## src/design/cpno_pkg.sv

```systemverilog
// Shared types and constants for the control polygon normal offset block.
// Used by every module of the block; depends on nothing.

package cpno_pkg;

  localparam int COORD_W   = 32;  // point and offset coordinate width
  localparam int SCL_W     = 16;  // block-scaled component width (signed)
  localparam int WIDE_W    = 34;  // widest vector component fed to the scaler
  localparam int PROD_W    = 64;  // product magnitude width
  localparam int ROOT_W    = 31;  // square root result width
  localparam int RAD_W     = 62;  // square root radicand width
  localparam int DIV_Q_W   = 32;  // quotient width
  localparam int DIV_NUM_W = 61;  // dividend width
  localparam int UNIT_FRAC = 30;  // fraction bits of a unit vector

  typedef struct packed {
    logic signed [COORD_W-1:0] point_x;
    logic signed [COORD_W-1:0] point_y;
    logic signed [COORD_W-1:0] point_z;
    logic                      last_point;
  } point_t;

  typedef struct packed {
    logic signed [COORD_W-1:0] moved_x;
    logic signed [COORD_W-1:0] moved_y;
    logic signed [COORD_W-1:0] moved_z;
    logic                      degenerate;
    logic                      too_few_points;
    logic                      last_result;
  } result_t;

  // Status of the block scaler.
  typedef struct packed {
    logic busy;
    logic zero;
  } bs_stat_t;

endpackage

```

## src/design/cpno_mul.sv

```systemverilog
// Bit-serial signed multiplier: one multiplier bit per cycle, shift and add.
// Depends on cpno_pkg.

module cpno_mul (
  input  logic                                clk,
  input  logic                                rst,
  input  logic                                start,
  input  logic signed [cpno_pkg::COORD_W-1:0] a,
  input  logic signed [cpno_pkg::COORD_W-1:0] b,
  output logic                                busy,
  output logic        [cpno_pkg::PROD_W-1:0]  prod_mag,
  output logic                                prod_neg
);

  logic [cpno_pkg::PROD_W-1:0]  ma;
  logic [cpno_pkg::COORD_W-1:0] mb;
  logic [cpno_pkg::COORD_W-1:0] a_mag;
  logic [cpno_pkg::COORD_W-1:0] b_mag;

  assign a_mag = a[cpno_pkg::COORD_W-1] ? cpno_pkg::COORD_W'(-a) : cpno_pkg::COORD_W'(a);
  assign b_mag = b[cpno_pkg::COORD_W-1] ? cpno_pkg::COORD_W'(-b) : cpno_pkg::COORD_W'(b);

  always_ff @(posedge clk) begin
    if (rst) begin
      busy <= 1'b0;
    end else if (start) begin
      busy     <= 1'b1;
      ma       <= cpno_pkg::PROD_W'(a_mag);
      mb       <= b_mag;
      prod_mag <= '0;
      prod_neg <= a[cpno_pkg::COORD_W-1] ^ b[cpno_pkg::COORD_W-1];
    end else if (busy) begin
      // Finishes as soon as no multiplier bits remain.
      if (mb == '0) begin
        busy <= 1'b0;
      end else begin
        if (mb[0]) begin
          prod_mag <= prod_mag + ma;
        end
        ma <= ma << 1;
        mb <= mb >> 1;
      end
    end
  end

endmodule

```

## src/design/cpno_sqrt.sv

```systemverilog
// Digit-by-digit integer square root, two radicand bits per cycle.
// Depends on cpno_pkg.

module cpno_sqrt (
  input  logic                              clk,
  input  logic                              rst,
  input  logic                              start,
  input  logic [cpno_pkg::RAD_W-1:0]        rad,
  output logic                              busy,
  output logic [cpno_pkg::ROOT_W-1:0]       root
);

  localparam int REM_W = cpno_pkg::ROOT_W + 4;
  localparam int CNT_W = $clog2(cpno_pkg::RAD_W / 2 + 1);

  logic [cpno_pkg::RAD_W-1:0] rad_sh;
  logic [REM_W-1:0]           rem;
  logic [CNT_W-1:0]           cnt;
  logic [REM_W-1:0]           r2;
  logic [REM_W-1:0]           trial;

  assign r2    = {rem[REM_W-3:0], rad_sh[cpno_pkg::RAD_W-1 -: 2]};
  assign trial = {2'b00, root, 2'b01};

  always_ff @(posedge clk) begin
    if (rst) begin
      busy <= 1'b0;
    end else if (start) begin
      busy   <= 1'b1;
      rad_sh <= rad;
      rem    <= '0;
      root   <= '0;
      cnt    <= CNT_W'(cpno_pkg::RAD_W / 2);
    end else if (busy) begin
      if (cnt == '0) begin
        busy <= 1'b0;
      end else begin
        if (r2 >= trial) begin
          rem  <= r2 - trial;
          root <= {root[cpno_pkg::ROOT_W-2:0], 1'b1};
        end else begin
          rem  <= r2;
          root <= {root[cpno_pkg::ROOT_W-2:0], 1'b0};
        end
        rad_sh <= rad_sh << 2;
        cnt    <= cnt - 1'b1;
      end
    end
  end

endmodule

```

## src/design/cpno_div.sv

```systemverilog
// Restoring divider, one quotient bit per cycle. The caller guarantees that
// the quotient fits in DIV_Q_W bits.
// Depends on cpno_pkg.

module cpno_div (
  input  logic                                 clk,
  input  logic                                 rst,
  input  logic                                 start,
  input  logic [cpno_pkg::DIV_NUM_W-1:0]       num,
  input  logic [cpno_pkg::ROOT_W-1:0]          den,
  output logic                                 busy,
  output logic [cpno_pkg::DIV_Q_W-1:0]         quo
);

  localparam int REM_W = cpno_pkg::ROOT_W + 1;
  localparam int CNT_W = $clog2(cpno_pkg::DIV_Q_W + 1);

  logic [REM_W-1:0]            rem;
  logic [cpno_pkg::DIV_Q_W-1:0] lo;
  logic [CNT_W-1:0]            cnt;
  logic [REM_W:0]              sh;
  logic [REM_W:0]              diff;

  assign sh   = {rem, lo[cpno_pkg::DIV_Q_W-1]};
  assign diff = sh - (REM_W+1)'(den);

  always_ff @(posedge clk) begin
    if (rst) begin
      busy <= 1'b0;
    end else if (start) begin
      busy <= 1'b1;
      rem  <= REM_W'(num[cpno_pkg::DIV_NUM_W-1:cpno_pkg::DIV_Q_W]);
      lo   <= num[cpno_pkg::DIV_Q_W-1:0];
      quo  <= '0;
      cnt  <= CNT_W'(cpno_pkg::DIV_Q_W);
    end else if (busy) begin
      if (cnt == '0) begin
        busy <= 1'b0;
      end else begin
        if (sh >= (REM_W+1)'(den)) begin
          rem <= diff[REM_W-1:0];
          quo <= {quo[cpno_pkg::DIV_Q_W-2:0], 1'b1};
        end else begin
          rem <= sh[REM_W-1:0];
          quo <= {quo[cpno_pkg::DIV_Q_W-2:0], 1'b0};
        end
        lo  <= lo << 1;
        cnt <= cnt - 1'b1;
      end
    end
  end

endmodule

```

## src/design/cpno_bscale.sv

```systemverilog
// Block scaler: shifts the three components of a vector together, one bit
// per cycle, until the largest magnitude lies in [2^14, 2^15); for an
// all-zero vector it stops with the zero flag set. Depends on cpno_pkg.

module cpno_bscale (
  input  logic                                clk,
  input  logic                                rst,
  input  logic                                start,
  input  logic signed [cpno_pkg::WIDE_W-1:0]  vin [3],
  output cpno_pkg::bs_stat_t                  stat,
  output logic signed [cpno_pkg::SCL_W-1:0]   vout [3]
);

  localparam int HI = cpno_pkg::SCL_W - 1;

  logic [cpno_pkg::WIDE_W-1:0] mag [3];
  logic [2:0]                  neg;
  logic                        busy;
  logic                        zero;
  logic                        any_hi;
  logic                        all_lo;
  logic                        all_zero;

  always_comb begin
    any_hi   = 1'b0;
    all_lo   = 1'b1;
    all_zero = 1'b1;
    for (int n = 0; n < 3; n++) begin
      if (mag[n][cpno_pkg::WIDE_W-1:HI] != '0) begin
        any_hi = 1'b1;
      end
      if (mag[n][cpno_pkg::WIDE_W-1:HI-1] != '0) begin
        all_lo = 1'b0;
      end
      if (mag[n] != '0) begin
        all_zero = 1'b0;
      end
    end
  end

  always_comb begin
    for (int n = 0; n < 3; n++) begin
      vout[n] = neg[n] ? -$signed({1'b0, mag[n][HI-1:0]})
                       : $signed({1'b0, mag[n][HI-1:0]});
    end
  end

  assign stat.busy = busy;
  assign stat.zero = zero;

  always_ff @(posedge clk) begin
    if (rst) begin
      busy <= 1'b0;
      zero <= 1'b0;
    end else if (start) begin
      busy <= 1'b1;
      zero <= 1'b0;
      for (int n = 0; n < 3; n++) begin
        neg[n] <= vin[n][cpno_pkg::WIDE_W-1];
        mag[n] <= vin[n][cpno_pkg::WIDE_W-1] ? cpno_pkg::WIDE_W'(-vin[n])
                                             : cpno_pkg::WIDE_W'(vin[n]);
      end
    end else if (busy) begin
      if (all_zero) begin
        busy <= 1'b0;
        zero <= 1'b1;
      end else if (any_hi) begin
        // Right shifts truncate each magnitude toward zero.
        for (int n = 0; n < 3; n++) begin
          mag[n] <= mag[n] >> 1;
        end
      end else if (all_lo) begin
        for (int n = 0; n < 3; n++) begin
          mag[n] <= mag[n] << 1;
        end
      end else begin
        busy <= 1'b0;
      end
    end
  end

endmodule

```

## src/design/control_polygon_normal_offset.sv

```systemverilog
// Control polygon normal offset: top level with the sequencer and datapath.
// Depends on cpno_pkg, cpno_mul, cpno_sqrt, cpno_div and cpno_bscale.
//
// Usage: control points enter on the point channel (valid/ready), one
// transaction per point; last_point marks the end of a curve. Results leave on
// the result channel (valid/ready) through an output register. The signed
// offset is written through cfg_we/cfg_wdata; the user must write it only
// while the block is idle, which the block itself does not enforce. The
// first two points of a curve are only stored and are accepted at once,
// unless one of them is a last point. From the third point on, a point keeps
// the sequencer busy, and the next is accepted only once it is back in idle.
// Most of the work goes to the shift-and-add multiplier: 18 cross product
// terms, up to 9 squares and up to 9 offset products per point. Up to three
// 31-step square roots and up to nine 32-step divisions follow, and the block
// scaler shifts one bit per cycle. The third point gives two results, later
// points one, and a last point one more; a curve of fewer than three points
// gives one error result. If the receiver stalls, the result is held and the
// sequencer waits with the next result until the output register is free.
// Synchronous reset empties the point window, clears the offset to zero and
// drops result_valid.

module control_polygon_normal_offset (
  input  logic                                clk,
  input  logic                                rst,
  input  logic                                point_valid,
  output logic                                point_ready,
  input  cpno_pkg::point_t                    point,
  output logic                                result_valid,
  input  logic                                result_ready,
  output cpno_pkg::result_t                   result,
  input  logic                                cfg_we,
  input  logic signed [cpno_pkg::COORD_W-1:0] cfg_wdata
);

  localparam int CW = cpno_pkg::COORD_W;
  localparam int SW = cpno_pkg::SCL_W;
  localparam int WW = cpno_pkg::WIDE_W;

  // Saturation bounds of a 32-bit coordinate at the widened sum width.
  localparam logic signed [CW+2:0] SAT_HI = {4'b0000, {(CW-1){1'b1}}};
  localparam logic signed [CW+2:0] SAT_LO = {4'b1111, {(CW-1){1'b0}}};

  localparam logic [4:0] ST_IDLE   = 5'd0;
  localparam logic [4:0] ST_DIFF   = 5'd1;
  localparam logic [4:0] ST_BSA    = 5'd2;
  localparam logic [4:0] ST_BSB    = 5'd3;
  localparam logic [4:0] ST_XMUL   = 5'd4;
  localparam logic [4:0] ST_XWAIT  = 5'd5;
  localparam logic [4:0] ST_XBSGO  = 5'd6;
  localparam logic [4:0] ST_XBS    = 5'd7;
  localparam logic [4:0] ST_SQMUL  = 5'd8;
  localparam logic [4:0] ST_SQWAIT = 5'd9;
  localparam logic [4:0] ST_SQGO   = 5'd10;
  localparam logic [4:0] ST_SQRT   = 5'd11;
  localparam logic [4:0] ST_DIV    = 5'd12;
  localparam logic [4:0] ST_DIVW   = 5'd13;
  localparam logic [4:0] ST_NEXT   = 5'd14;
  localparam logic [4:0] ST_EMSEL  = 5'd15;
  localparam logic [4:0] ST_EMUL   = 5'd16;
  localparam logic [4:0] ST_EMWAIT = 5'd17;
  localparam logic [4:0] ST_PUSH   = 5'd18;

  // Which vector pass is running.
  localparam logic [1:0] CS_N   = 2'd0;
  localparam logic [1:0] CS_C0  = 2'd1;
  localparam logic [1:0] CS_C1  = 2'd2;
  localparam logic [1:0] CS_SUM = 2'd3;

  // Which result is being formed.
  localparam logic [1:0] EM_FIRST = 2'd0;
  localparam logic [1:0] EM_INNER = 2'd1;
  localparam logic [1:0] EM_LAST  = 2'd2;

  logic [4:0]           state;
  logic [1:0]           points_seen;
  logic signed [CW-1:0] offset;
  logic signed [CW-1:0] older [3];
  logic signed [CW-1:0] prev [3];
  logic signed [CW-1:0] cur [3];
  logic                 last_in;
  logic                 err;

  logic signed [SW-1:0] asv [3];
  logic signed [SW-1:0] bsv [3];
  logic signed [SW-1:0] nsv [3];
  logic signed [SW-1:0] wv [3];
  logic signed [CW-1:0] cr [3];
  logic [CW-1:0]        m2;
  logic [cpno_pkg::ROOT_W-1:0] s;
  logic signed [CW-1:0] u0 [3];
  logic signed [CW-1:0] u1 [3];
  logic signed [CW-1:0] um [3];
  logic                 ok0;
  logic                 ok1;
  logic                 okm;

  logic [1:0]           csel;
  logic [2:0]           j;
  logic [1:0]           i;
  logic [1:0]           e;

  logic signed [CW-1:0] resv [3];
  logic                 res_deg;
  logic                 res_few;
  logic                 res_last;

  // Unit connections
  logic                 bs_start;
  logic signed [WW-1:0] bs_in [3];
  cpno_pkg::bs_stat_t   bs_st;
  logic signed [SW-1:0] bs_out [3];
  logic                 mul_start;
  logic signed [CW-1:0] mul_a;
  logic signed [CW-1:0] mul_b;
  logic                 mul_busy;
  logic [cpno_pkg::PROD_W-1:0] prod_mag;
  logic                 prod_neg;
  logic                 sq_start;
  logic                 sq_busy;
  logic [cpno_pkg::ROOT_W-1:0] sq_root;
  logic                 div_start;
  logic [cpno_pkg::DIV_NUM_W-1:0] div_num;
  logic                 div_busy;
  logic [cpno_pkg::DIV_Q_W-1:0] div_q;

  logic [1:0]           k;
  logic [1:0]           ix;
  logic [1:0]           iy;
  logic signed [SW-1:0] xop;
  logic signed [SW-1:0] yop;
  logic signed [CW-1:0] term;
  logic [SW-1:0]        w_mag;
  logic signed [CW-1:0] u_new;
  logic signed [CW-1:0] ep [3];
  logic signed [CW-1:0] eu [3];
  logic                 eok;
  logic [1:0]           e_end;
  logic [cpno_pkg::PROD_W-1:0] rnd_sum;
  logic [CW+1:0]        rnd;
  logic signed [CW+2:0] moved;
  logic signed [CW-1:0] moved_sat;
  logic                 out_free;
  logic                 accept;

  assign accept      = point_valid && point_ready;
  assign point_ready = (state == ST_IDLE);
  assign out_free    = !result_valid || result_ready;
  assign e_end       = last_in ? EM_LAST : EM_INNER;

  // Cross product operand order: even steps take x[k+1]*y[k+2], odd steps
  // the swapped pair, so component k is the even term minus the odd one.
  assign k = j[2:1];
  always_comb begin
    case (k)
      2'd0:    begin ix = j[0] ? 2'd2 : 2'd1; iy = j[0] ? 2'd1 : 2'd2; end
      2'd1:    begin ix = j[0] ? 2'd0 : 2'd2; iy = j[0] ? 2'd2 : 2'd0; end
      default: begin ix = j[0] ? 2'd1 : 2'd0; iy = j[0] ? 2'd0 : 2'd1; end
    endcase
    xop = (csel == CS_C1) ? bsv[ix] : asv[ix];
    yop = (csel == CS_N)  ? bsv[iy] : nsv[iy];
  end

  assign term = prod_neg ? -$signed(prod_mag[CW-1:0]) : $signed(prod_mag[CW-1:0]);

  always_comb begin
    for (int n = 0; n < 3; n++) begin
      case (e)
        EM_FIRST: begin ep[n] = older[n]; eu[n] = u0[n]; end
        EM_INNER: begin ep[n] = prev[n];  eu[n] = um[n]; end
        default:  begin ep[n] = cur[n];   eu[n] = u1[n]; end
      endcase
    end
    case (e)
      EM_FIRST: eok = ok0;
      EM_INNER: eok = okm;
      default:  eok = ok1;
    endcase
  end

  // Block scaler input selection.
  always_comb begin
    for (int n = 0; n < 3; n++) begin
      if (state == ST_DIFF) begin
        bs_in[n] = WW'(prev[n]) - WW'(older[n]);
      end else if (state == ST_BSA) begin
        bs_in[n] = WW'(cur[n]) - WW'(prev[n]);
      end else if (csel == CS_SUM) begin
        bs_in[n] = WW'(u0[n]) + WW'(u1[n]);
      end else begin
        bs_in[n] = WW'(cr[n]);
      end
    end
  end

  assign bs_start = (state == ST_DIFF) || (state == ST_XBSGO) ||
                    (state == ST_BSA && !bs_st.busy);

  always_comb begin
    mul_start = 1'b0;
    mul_a     = offset;
    mul_b     = eu[i];
    case (state)
      ST_XMUL: begin
        mul_start = 1'b1;
        mul_a     = CW'(xop);
        mul_b     = CW'(yop);
      end
      ST_SQMUL: begin
        mul_start = 1'b1;
        mul_a     = CW'(wv[i]);
        mul_b     = CW'(wv[i]);
      end
      ST_EMUL: begin
        mul_start = 1'b1;
      end
      default: begin
        mul_start = 1'b0;
      end
    endcase
  end

  assign sq_start  = (state == ST_SQGO);
  assign div_start = (state == ST_DIV);

  // Unit vector component: (|w| * 2^45 + s/2) / s, rounded half away from zero.
  assign w_mag   = wv[i][SW-1] ? SW'(-wv[i]) : SW'(wv[i]);
  assign div_num = {w_mag, 45'd0} + cpno_pkg::DIV_NUM_W'(s[cpno_pkg::ROOT_W-1:1]);
  assign u_new   = wv[i][SW-1] ? -$signed(div_q) : $signed(div_q);

  // Displacement rounded half away from zero, then added and saturated.
  assign rnd_sum = prod_mag + (cpno_pkg::PROD_W'(1) << (cpno_pkg::UNIT_FRAC - 1));
  assign rnd     = rnd_sum[cpno_pkg::PROD_W-1:cpno_pkg::UNIT_FRAC];
  assign moved   = (CW+3)'(ep[i]) +
                   (prod_neg ? -$signed({1'b0, rnd}) : $signed({1'b0, rnd}));
  always_comb begin
    if (moved > SAT_HI) begin
      moved_sat = {1'b0, {(CW-1){1'b1}}};
    end else if (moved < SAT_LO) begin
      moved_sat = {1'b1, {(CW-1){1'b0}}};
    end else begin
      moved_sat = moved[CW-1:0];
    end
  end

  cpno_bscale u_bscale (
    .clk   (clk),
    .rst   (rst),
    .start (bs_start),
    .vin   (bs_in),
    .stat  (bs_st),
    .vout  (bs_out)
  );

  cpno_mul u_mul (
    .clk      (clk),
    .rst      (rst),
    .start    (mul_start),
    .a        (mul_a),
    .b        (mul_b),
    .busy     (mul_busy),
    .prod_mag (prod_mag),
    .prod_neg (prod_neg)
  );

  cpno_sqrt u_sqrt (
    .clk   (clk),
    .rst   (rst),
    .start (sq_start),
    .rad   ({m2, 30'd0}),
    .busy  (sq_busy),
    .root  (sq_root)
  );

  cpno_div u_div (
    .clk   (clk),
    .rst   (rst),
    .start (div_start),
    .num   (div_num),
    .den   (s),
    .busy  (div_busy),
    .quo   (div_q)
  );

  always_ff @(posedge clk) begin
    if (rst) begin
      offset <= '0;
    end else if (cfg_we) begin
      offset <= cfg_wdata;
    end
  end

  always_ff @(posedge clk) begin
    if (rst) begin
      result_valid <= 1'b0;
    end else if (state == ST_PUSH && out_free) begin
      result_valid          <= 1'b1;
      result.moved_x        <= resv[0];
      result.moved_y        <= resv[1];
      result.moved_z        <= resv[2];
      result.degenerate     <= res_deg;
      result.too_few_points <= res_few;
      result.last_result    <= res_last;
    end else if (result_ready) begin
      result_valid <= 1'b0;
    end
  end

  always_ff @(posedge clk) begin
    if (rst) begin
      state       <= ST_IDLE;
      points_seen <= 2'd0;
      for (int n = 0; n < 3; n++) begin
        older[n] <= '0;
        prev[n]  <= '0;
      end
    end else begin
      case (state)
        ST_IDLE: begin
          if (accept) begin
            cur[0]  <= point.point_x;
            cur[1]  <= point.point_y;
            cur[2]  <= point.point_z;
            last_in <= point.last_point;
            if (points_seen < 2'd2) begin
              if (point.last_point) begin
                err      <= 1'b1;
                res_deg  <= 1'b0;
                res_few  <= 1'b1;
                res_last <= 1'b1;
                for (int n = 0; n < 3; n++) begin
                  resv[n] <= '0;
                end
                state <= ST_PUSH;
              end else begin
                if (points_seen == 2'd1) begin
                  for (int n = 0; n < 3; n++) begin
                    older[n] <= prev[n];
                  end
                end
                prev[0]     <= point.point_x;
                prev[1]     <= point.point_y;
                prev[2]     <= point.point_z;
                points_seen <= points_seen + 2'd1;
              end
            end else begin
              err   <= 1'b0;
              e     <= (points_seen == 2'd2) ? EM_FIRST : EM_INNER;
              state <= ST_DIFF;
            end
          end
        end
        ST_DIFF: begin
          state <= ST_BSA;
        end
        ST_BSA: begin
          if (!bs_st.busy) begin
            asv   <= bs_out;
            state <= ST_BSB;
          end
        end
        ST_BSB: begin
          if (!bs_st.busy) begin
            bsv   <= bs_out;
            csel  <= CS_N;
            j     <= 3'd0;
            state <= ST_XMUL;
          end
        end
        ST_XMUL: begin
          state <= ST_XWAIT;
        end
        ST_XWAIT: begin
          if (!mul_busy) begin
            cr[k] <= j[0] ? cr[k] - term : term;
            if (j == 3'd5) begin
              state <= ST_XBSGO;
            end else begin
              j     <= j + 3'd1;
              state <= ST_XMUL;
            end
          end
        end
        ST_XBSGO: begin
          state <= ST_XBS;
        end
        ST_XBS: begin
          if (!bs_st.busy) begin
            if (csel == CS_N) begin
              nsv   <= bs_out;
              csel  <= CS_C0;
              j     <= 3'd0;
              state <= ST_XMUL;
            end else begin
              wv <= bs_out;
              if (bs_st.zero) begin
                for (int n = 0; n < 3; n++) begin
                  case (csel)
                    CS_C0:   u0[n] <= '0;
                    CS_C1:   u1[n] <= '0;
                    default: um[n] <= '0;
                  endcase
                end
                case (csel)
                  CS_C0:   ok0 <= 1'b0;
                  CS_C1:   ok1 <= 1'b0;
                  default: okm <= 1'b0;
                endcase
                state <= ST_NEXT;
              end else begin
                m2    <= '0;
                i     <= 2'd0;
                state <= ST_SQMUL;
              end
            end
          end
        end
        ST_SQMUL: begin
          state <= ST_SQWAIT;
        end
        ST_SQWAIT: begin
          if (!mul_busy) begin
            m2 <= m2 + prod_mag[CW-1:0];
            if (i == 2'd2) begin
              state <= ST_SQGO;
            end else begin
              i     <= i + 2'd1;
              state <= ST_SQMUL;
            end
          end
        end
        ST_SQGO: begin
          state <= ST_SQRT;
        end
        ST_SQRT: begin
          if (!sq_busy) begin
            s     <= sq_root;
            i     <= 2'd0;
            state <= ST_DIV;
          end
        end
        ST_DIV: begin
          state <= ST_DIVW;
        end
        ST_DIVW: begin
          if (!div_busy) begin
            case (csel)
              CS_C0:   u0[i] <= u_new;
              CS_C1:   u1[i] <= u_new;
              default: um[i] <= u_new;
            endcase
            if (i == 2'd2) begin
              case (csel)
                CS_C0:   ok0 <= 1'b1;
                CS_C1:   ok1 <= 1'b1;
                default: okm <= 1'b1;
              endcase
              state <= ST_NEXT;
            end else begin
              i     <= i + 2'd1;
              state <= ST_DIV;
            end
          end
        end
        ST_NEXT: begin
          case (csel)
            CS_C0: begin
              csel  <= CS_C1;
              j     <= 3'd0;
              state <= ST_XMUL;
            end
            CS_C1: begin
              csel  <= CS_SUM;
              state <= ST_XBSGO;
            end
            default: begin
              // The mean normal is only valid when both edge normals are.
              okm   <= okm && ok0 && ok1;
              state <= ST_EMSEL;
            end
          endcase
        end
        ST_EMSEL: begin
          res_few  <= 1'b0;
          res_last <= (e == EM_LAST);
          if (eok) begin
            res_deg <= 1'b0;
            i       <= 2'd0;
            state   <= ST_EMUL;
          end else begin
            res_deg <= 1'b1;
            resv    <= ep;
            state   <= ST_PUSH;
          end
        end
        ST_EMUL: begin
          state <= ST_EMWAIT;
        end
        ST_EMWAIT: begin
          if (!mul_busy) begin
            resv[i] <= moved_sat;
            if (i == 2'd2) begin
              state <= ST_PUSH;
            end else begin
              i     <= i + 2'd1;
              state <= ST_EMUL;
            end
          end
        end
        ST_PUSH: begin
          if (out_free) begin
            if (err || e == e_end) begin
              if (err || last_in) begin
                points_seen <= 2'd0;
              end else begin
                older       <= prev;
                prev        <= cur;
                points_seen <= 2'd3;
              end
              state <= ST_IDLE;
            end else begin
              e     <= e + 2'd1;
              state <= ST_EMSEL;
            end
          end
        end
        default: begin
          state <= ST_IDLE;
        end
      endcase
    end
  end

endmodule

```

## config.mk

```make
export PLATFORM = sky130hd
export DESIGN_NAME = control_polygon_normal_offset
export DESIGN_NICKNAME = d
export VERILOG_FILES = /design/src/design/cpno_pkg.sv /design/src/design/cpno_mul.sv /design/src/design/cpno_sqrt.sv /design/src/design/cpno_div.sv /design/src/design/cpno_bscale.sv /design/src/design/control_polygon_normal_offset.sv
export SDC_FILE = /design/constraint.sdc
export NUM_CORES = 2
export LEC_CHECK = 0
export BUFFER_PORTS_ARGS = -buffer_cell sky130_fd_sc_hd__buf_4
export CAP_MARGIN = 20
export CELL_PAD_IN_SITES_DETAIL_PLACEMENT = 0
export CELL_PAD_IN_SITES_GLOBAL_PLACEMENT = 1
export CORE_ASPECT_RATIO = 1.4
export CORE_MARGIN = 10
export CORE_UTILIZATION = 50
export DETAILED_ROUTE_END_ITERATION = 16
export GPL_TIMING_DRIVEN = 0
export PLACE_DENSITY = 0.89
export SYNTH_ARGS = -nofsm -noshare
export SYNTH_HDL_FRONTEND = slang
export SYNTH_SLANG_ARGS = --single-unit
export TNS_END_PERCENT = 50
```

## constraint.sdc

```tcl
create_clock -name clk -period 15.1 [get_ports clk]
set_clock_uncertainty 0.15 [all_clocks]
set_input_delay 3.775 -clock clk [delete_from_list [all_inputs] [get_ports clk]]
set_output_delay 3.775 -clock clk [all_outputs]
set_load 0.005 [all_outputs]
```

After elaboration in Yosys (flattened, before gate mapping)
Memory sizes are Yosys's and may differ from the RTL's. A register that Yosys moved wholly into a read port is not among the register bits.
Cells that the tools add are included.
Widths: inputs -> output; s select.
{ "totals": {"regBits": 1197, "mem_bits_rw": 486, "input_bits": 134, "wordCells": 592, "mem_count": 5} }
{ "classes": {"n_addsub": 35, "magnitude_cmp": 9, "n_eq_ne": 70, "muxes": 311, "bitwise_logic": 14, "reduce_logical": 79} }
{ "memory_table": {"columns": ["memory", "depth", "width", "rd", "rd_clocked_by_memory_dff", "wr", "line", "source"], "rows": [
  ["u_bscale.mag", 3, 34, 3, 0, 3, "cpno_bscale.sv:16", "logic [cpno_pkg::WIDE_W-1:0] mag [3];"],
  ["cr", 3, 32, 4, 1, 1, "control_polygon_normal_offset.sv:87", "logic signed [CW-1:0] cr [3];"],
  ["u0", 3, 32, 3, 0, 3, "control_polygon_normal_offset.sv:90", "logic signed [CW-1:0] u0 [3];"],
  ["u1", 3, 32, 3, 0, 3, "control_polygon_normal_offset.sv:91", "logic signed [CW-1:0] u1 [3];"],
  ["um", 3, 32, 3, 0, 3, "control_polygon_normal_offset.sv:92", "logic signed [CW-1:0] um [3];"]
]} }
{ "op_table": {"columns": ["cell", "n"], "rows": [
  ["$mux 96", 18],
  ["$mux 32", 31],
  ["$mux 34", 18],
  ["$pmux 32 s2", 9],
  ["$pmux 96 s2", 2],
  ["$mux 64", 5],
  ["$pmux 96 s3", 1],
  ["$mux 16", 16],
  ["$sub 32x32->33", 6],
  ["$mux 62", 3],
  ["$bmux 16 s2", 5],
  ["$bmux 32 s2", 2],
  ["$neg 32->32", 4],
  ["$mux 1", 115],
  ["$neg 34->34", 3],
  ["$reduce_bool 34->1", 3],
  ["$add 32x32->33", 3],
  ["$mux 33", 3],
  ["$bwmux 96", 1],
  ["$reduce_or 32->1", 3],
  ["$pmux 5 s19", 1],
  ["$mux 2", 35],
  ["$mux 5", 14],
  ["$ne 2x2->1 const B", 33],
  ["other kinds (76)", 184]
]} }

Longest topological paths before layout
An unclocked memory read counts as a cell.
{ "logic_depth": {"depth_word": 13, "ltp_mapped": 33} }

Hierarchy
Synthesis repeated with hierarchy kept, for this count alone.
{ "unflattened": {"cells_unflattened": 10960, "area_unflattened_um2": 108688.0} }
{ "modules_own_cells": {"columns": ["module", "n_inst", "cells_each", "area_each_um2", "seq_area_each_um2"], "rows": [
  ["control_polygon_normal_offset", 1, 7724, 75496.2, 34082.7],
  ["cpno_mul", 1, 1187, 11384.7, 4854.7],
  ["cpno_bscale", 1, 857, 7882.6, 3193.1],
  ["cpno_sqrt", 1, 629, 7387.1, 3953.8],
  ["cpno_div", 1, 563, 6537.5, 3083.0]
]} }

Least setup slack after synthesis
No wires, ideal clock.
{ "synth_timing": {"kind": "input -> register", "start": "input port rst", "end": "memory u_bscale.mag[0][0] (netlist name) (enable)", "setup_ns": 0.703, "arrival_ns": 11.326, "t_required_ns": 14.247, "path_slack_ns": 2.920, "stages": 3, "path_buffers": 2, "cell_sequence": "clkbuf_1 -> clkbuf_1 -> o21ai_0"} }
{ "synth_lines": {"columns": ["item", "line", "source"], "rows": [
  ["start: declaration", "control_polygon_normal_offset.sv:24", "input logic rst,"],
  ["end: declaration", "cpno_bscale.sv:16", null]
]} }

Worst setup path after layout
{ "layout_timing": {"start": "register e[1]", "end": "register resv[66] (netlist name) (data pin)"} }
{ "layout_via": {"elab_chain_len": 12} }
{ "layout_lines": {"columns": ["item", "line", "source"], "rows": [
  ["start: declaration", "control_polygon_normal_offset.sv:100", "logic [1:0] e;"],
  ["start signal: assignment", "control_polygon_normal_offset.sv:347", "e <= (points_seen == 2'd2) ? EM_FIRST : EM_INNER;"],
  ["start signal: assignment", "control_polygon_normal_offset.sv:521", "e <= e + 2'd1;"],
  ["$eq 2x1->1 / $logic_not 2->1 (equally long branches)", "control_polygon_normal_offset.sv:167", "case (e)"],
  ["$pmux 32 s2", "control_polygon_normal_offset.sv:167", null],
  ["$bmux 32 s2", "control_polygon_normal_offset.sv:233", "assign moved = (CW+3)'(ep[i]) +"],
  ["$mux 32 (not written as such) (2 in a row)", "control_polygon_normal_offset.sv:233", null],
  ["$add 32x35->35", "control_polygon_normal_offset.sv:233", null],
  ["$lt 35x32->1", "control_polygon_normal_offset.sv:238", "end else if (moved < SAT_LO) begin"],
  ["$mux 32", "control_polygon_normal_offset.sv:238", null],
  ["$mux 32", "control_polygon_normal_offset.sv:236", "if (moved > SAT_HI) begin"],
  ["$bwmux 96", "control_polygon_normal_offset.sv:500", "resv[i] <= moved_sat;"],
  ["$mux 96", "control_polygon_normal_offset.sv:499", "if (!mul_busy) begin"],
  ["$pmux 96 s3 *", "control_polygon_normal_offset.sv:317", "case (state)"],
  ["end signal: assignment", "control_polygon_normal_offset.sv:491", "resv <= ep;"],
  ["end signal: indexed assignment", "control_polygon_normal_offset.sv:500", null],
  ["end: declaration", "control_polygon_normal_offset.sv:102", "logic signed [CW-1:0] resv [3];"]
]} }
Every way passes the cells marked *; elsewhere a longest branch is shown, timed or not. The select of a mux whose other input is x is not followed.
A chain may end at the register's enable or synchronous reset.

==> impl_metrics.csv <==
group,metric,value,unit
clock_network,path_clk_slew,70,ps
timing,min_period,12550,ps
worst_hold_path,hp-class,"reg2reg",
logic_synthesis,synthTopCellsByArea,"edfxtp_1 40%, ha_1 6.3%, a21oi_1 4.7%",
setup_path,critical_path.startpoint_type,"flop",
run,timing.max_cap.violations,0,
global_routing,grtUsageTotal,0.425,
timing,hold_viol_final,0,
placement,place.gp.congestion,1.14,
global_routing,overflow,0,
timing,timing.slew.headroom,0.109,
logic_synthesis,syn_area,0.108,mm2
setup_path,required,15560,ps
global_routing,antenna_found_initial,42,
setup_path,reg2reg_depth,31,
die,initial_utilization,0.502,
clock_network,cts_tree,"built",
logic_synthesis,synth_top_area_frac,0.404,
logic_synthesis,yosysSeqAreaShare,0.449,
logic_synthesis,yosys_warnings,0,
routing,antenna_left,0,
timing,tightest_slew,1320,ps
die,ioPinCount,235,
timing,fin_hold_ws,269,ps
timing,setup_tns,0,ps
logic_synthesis,avgSynthCellArea,9.44,um2
setup_path,cp-end-kind,"flop",
logic_synthesis,yosysMostFrequentCell,"edfxtp_1",
logic_synthesis,synth_edf_count,1448,
placement,place_hpwl,415000,um
setup_path,max_stage_delay,920,ps
routing,wl_per_cell,34.3,um
clock_network,cts_buffer_depth,4,
timing,drv_slew,0,
global_routing,grt_pass1_vias,95200,
setup_path,critPathMaxFanout,10,
routing,drc,0,
logic_synthesis,synth_flop_cell,"edfxtp_1",
clock_network,cts.sinks,1687,
logic_synthesis,synth_top_cell_by_area,"edfxtp_1",
setup_path,path_depth,31,
logic_synthesis,async_flop_share,0,
routing,vias_per_cell,6.64,
die,die-area,0.234,mm2
routing,first_pass_iters,9,
setup_path,ff2ff_setup_slack,2550,ps
clock_network,clock_latency,880,ps
routing,vias,99700,
routing,routed_wl,515000,um
die,row_count,201,
outcome,status,"complete, no violations",
setup_path,crit_path_end,"resv[66]",
routing,drt_first_iter_violations,13300,
setup_path,worstSetupPathType,"reg2reg",
global_routing,grt_pass1_wl,714000,um
logic_synthesis,synth_seq_cells,1687,
power_and_ir_drop,power_density,207,mW/mm2
die,die_w,412,um
global_routing,grt_max_degree,57,
power_and_ir_drop,vdd_drop_max,0.000126,V
clock_network,cts_hold_buf,0,
setup_path,critPathSlowestCell,"clkbuf_1",
logic_synthesis,synth_commonest_cells,"1448 x edfxtp_1, 1319 x nand2_1, 1250 x nor2_1",
placement,port_buffers,233,
power_and_ir_drop,leakagePower,46.1,nW
final_layout,post-route-cell-area,0.121,mm2
final_layout,fin_nets,12700,
logic_synthesis,ys_types,104,
clock_network,postCtsSetupBuffers,0,
setup_path,cp_num_buf_inv,11,
clock_network,ctsResizeCount,0,
final_layout,syn2layout_area_growth,12.9,%
timing,final-setup-viol-count,0,
placement,dp_slack,3080,ps
timing,rsz0062_at_grt,"no",
setup_path,critPathArrivalTime,13010,ps
logic_synthesis,syn_inst,11400,
setup_path,timing.rr.end,"resv[66]",
setup_path,crit_path_frequent_cell,"clkbuf_1",
clock_network,cts_buffers,180,
timing,fmax,0.0797,GHz
setup_path,crit_start,"e[1]",
clock_network,htreeDepth,4,
die,core_area,0.214,mm2
clock_network,root_buffer,"clkbuf_16",
die,die_h,569,um
final_layout,layout-drive-gt1-share,0.0822,
timing,period_share,0.831,
placement,post_dp_cell_area,0.115,mm2
setup_path,r2r_start,"e[1]",
timing,fin_ws,2550,ps
setup_path,critPathTopFamily,"buffers and inverters",
[placed cells by master (no fill, tap or decap), types with 224 or more instances in the layout]
master / n
mux2i_1: 224
edfxtp_1: 1448
xnor2_1: 402
nand2_1: 1319
xor2_1: 267
buf_4: 299
inv_1: 439
clkbuf_1: 478
a21o_1: 247
ha_1: 542
dfxtp_1: 239
a21oi_1: 984
nor2_1: 1247
o21ai_0: 600
[area by class of cell]
type                       count  area, um2
antenna                       33       82.6
buffer                       598       2340
clock buffer                 207       4700
clock inverter               110       1080
fill                       19000      92600
inverter                     443       1660
multi-input combinational   8662      55600
sequential                  1687      48300
tap                         2842       3560
timing repair buffer         421       4070
[worst min path at each step]
stage,from,endpoint,slack [ps],depth (start not counted)
floorplan,res_last,result[0],250,0
global placement,res_last,result[0],260,0
detailed placement,res_last,result[0],270,0
CTS,res_last,result[0],270,0
global route,res_few,result[1],290,0
finish,res_last,result[0],270,0
[state kept, by name (all words and copies together) (netlist names), 96 cells and up, named ones only]
signal        flops
result           99
resv             96
prev             96
cr              128
u_bscale.mag    102
u0               96
u1               96
older            96
cur              96
um               96
[through the flow]
| stage | cells | utilization | power, mW |
|---|---|---|---|
| 6_report | 15000 | 0.567 | 25.2 |
| 3_3_place_gp | 14500 | 0.527 | 19.6 |
| 4_1_cts | 14900 | 0.565 | 24.5 |
| 2_1_floorplan | 11400 | - | 14.6 |
| 3_5_place_dp | 14600 | 0.538 | 19.9 |
| 5_1_grt | 15000 | 0.567 | 25.9 |
[per-layer routing]
layer  part of all wire  wire length (um)  GRT usage
met5            0.00019               100          0
met4               0.13             66400      0.424
met3              0.092             47500     0.0892
met2               0.44            228000      0.665
met1               0.34            173000      0.472
[power by group]
| part | internal (mW) | switching [mW] |
|---|---|---|
| logic | 4.25 | 9.35 |
| registers | 6.21 | 0.772 |
| clock network | 2.51 | 2.07 |
[kinds of logic (layout without fill, tap and decap cells)]
logic type | count (synthesis) | in the layout | share of synthesized area
adders and majority gates | 556 | 556 | 0.0657
and+or+nand+nor | 3785 | 3785 | 0.159
other | 1 | 36 | 0.0000349
DFF | 1687 | 1687 | 0.449
muxes | 292 | 292 | 0.0322
xor gates and xnor gates | 670 | 670 | 0.0546
buffers and inverters | 1041 | 1779 | 0.0372
AOI/OAI and AO/OA | 3356 | 3356 | 0.202
Power figures use the tool's default switching activity.
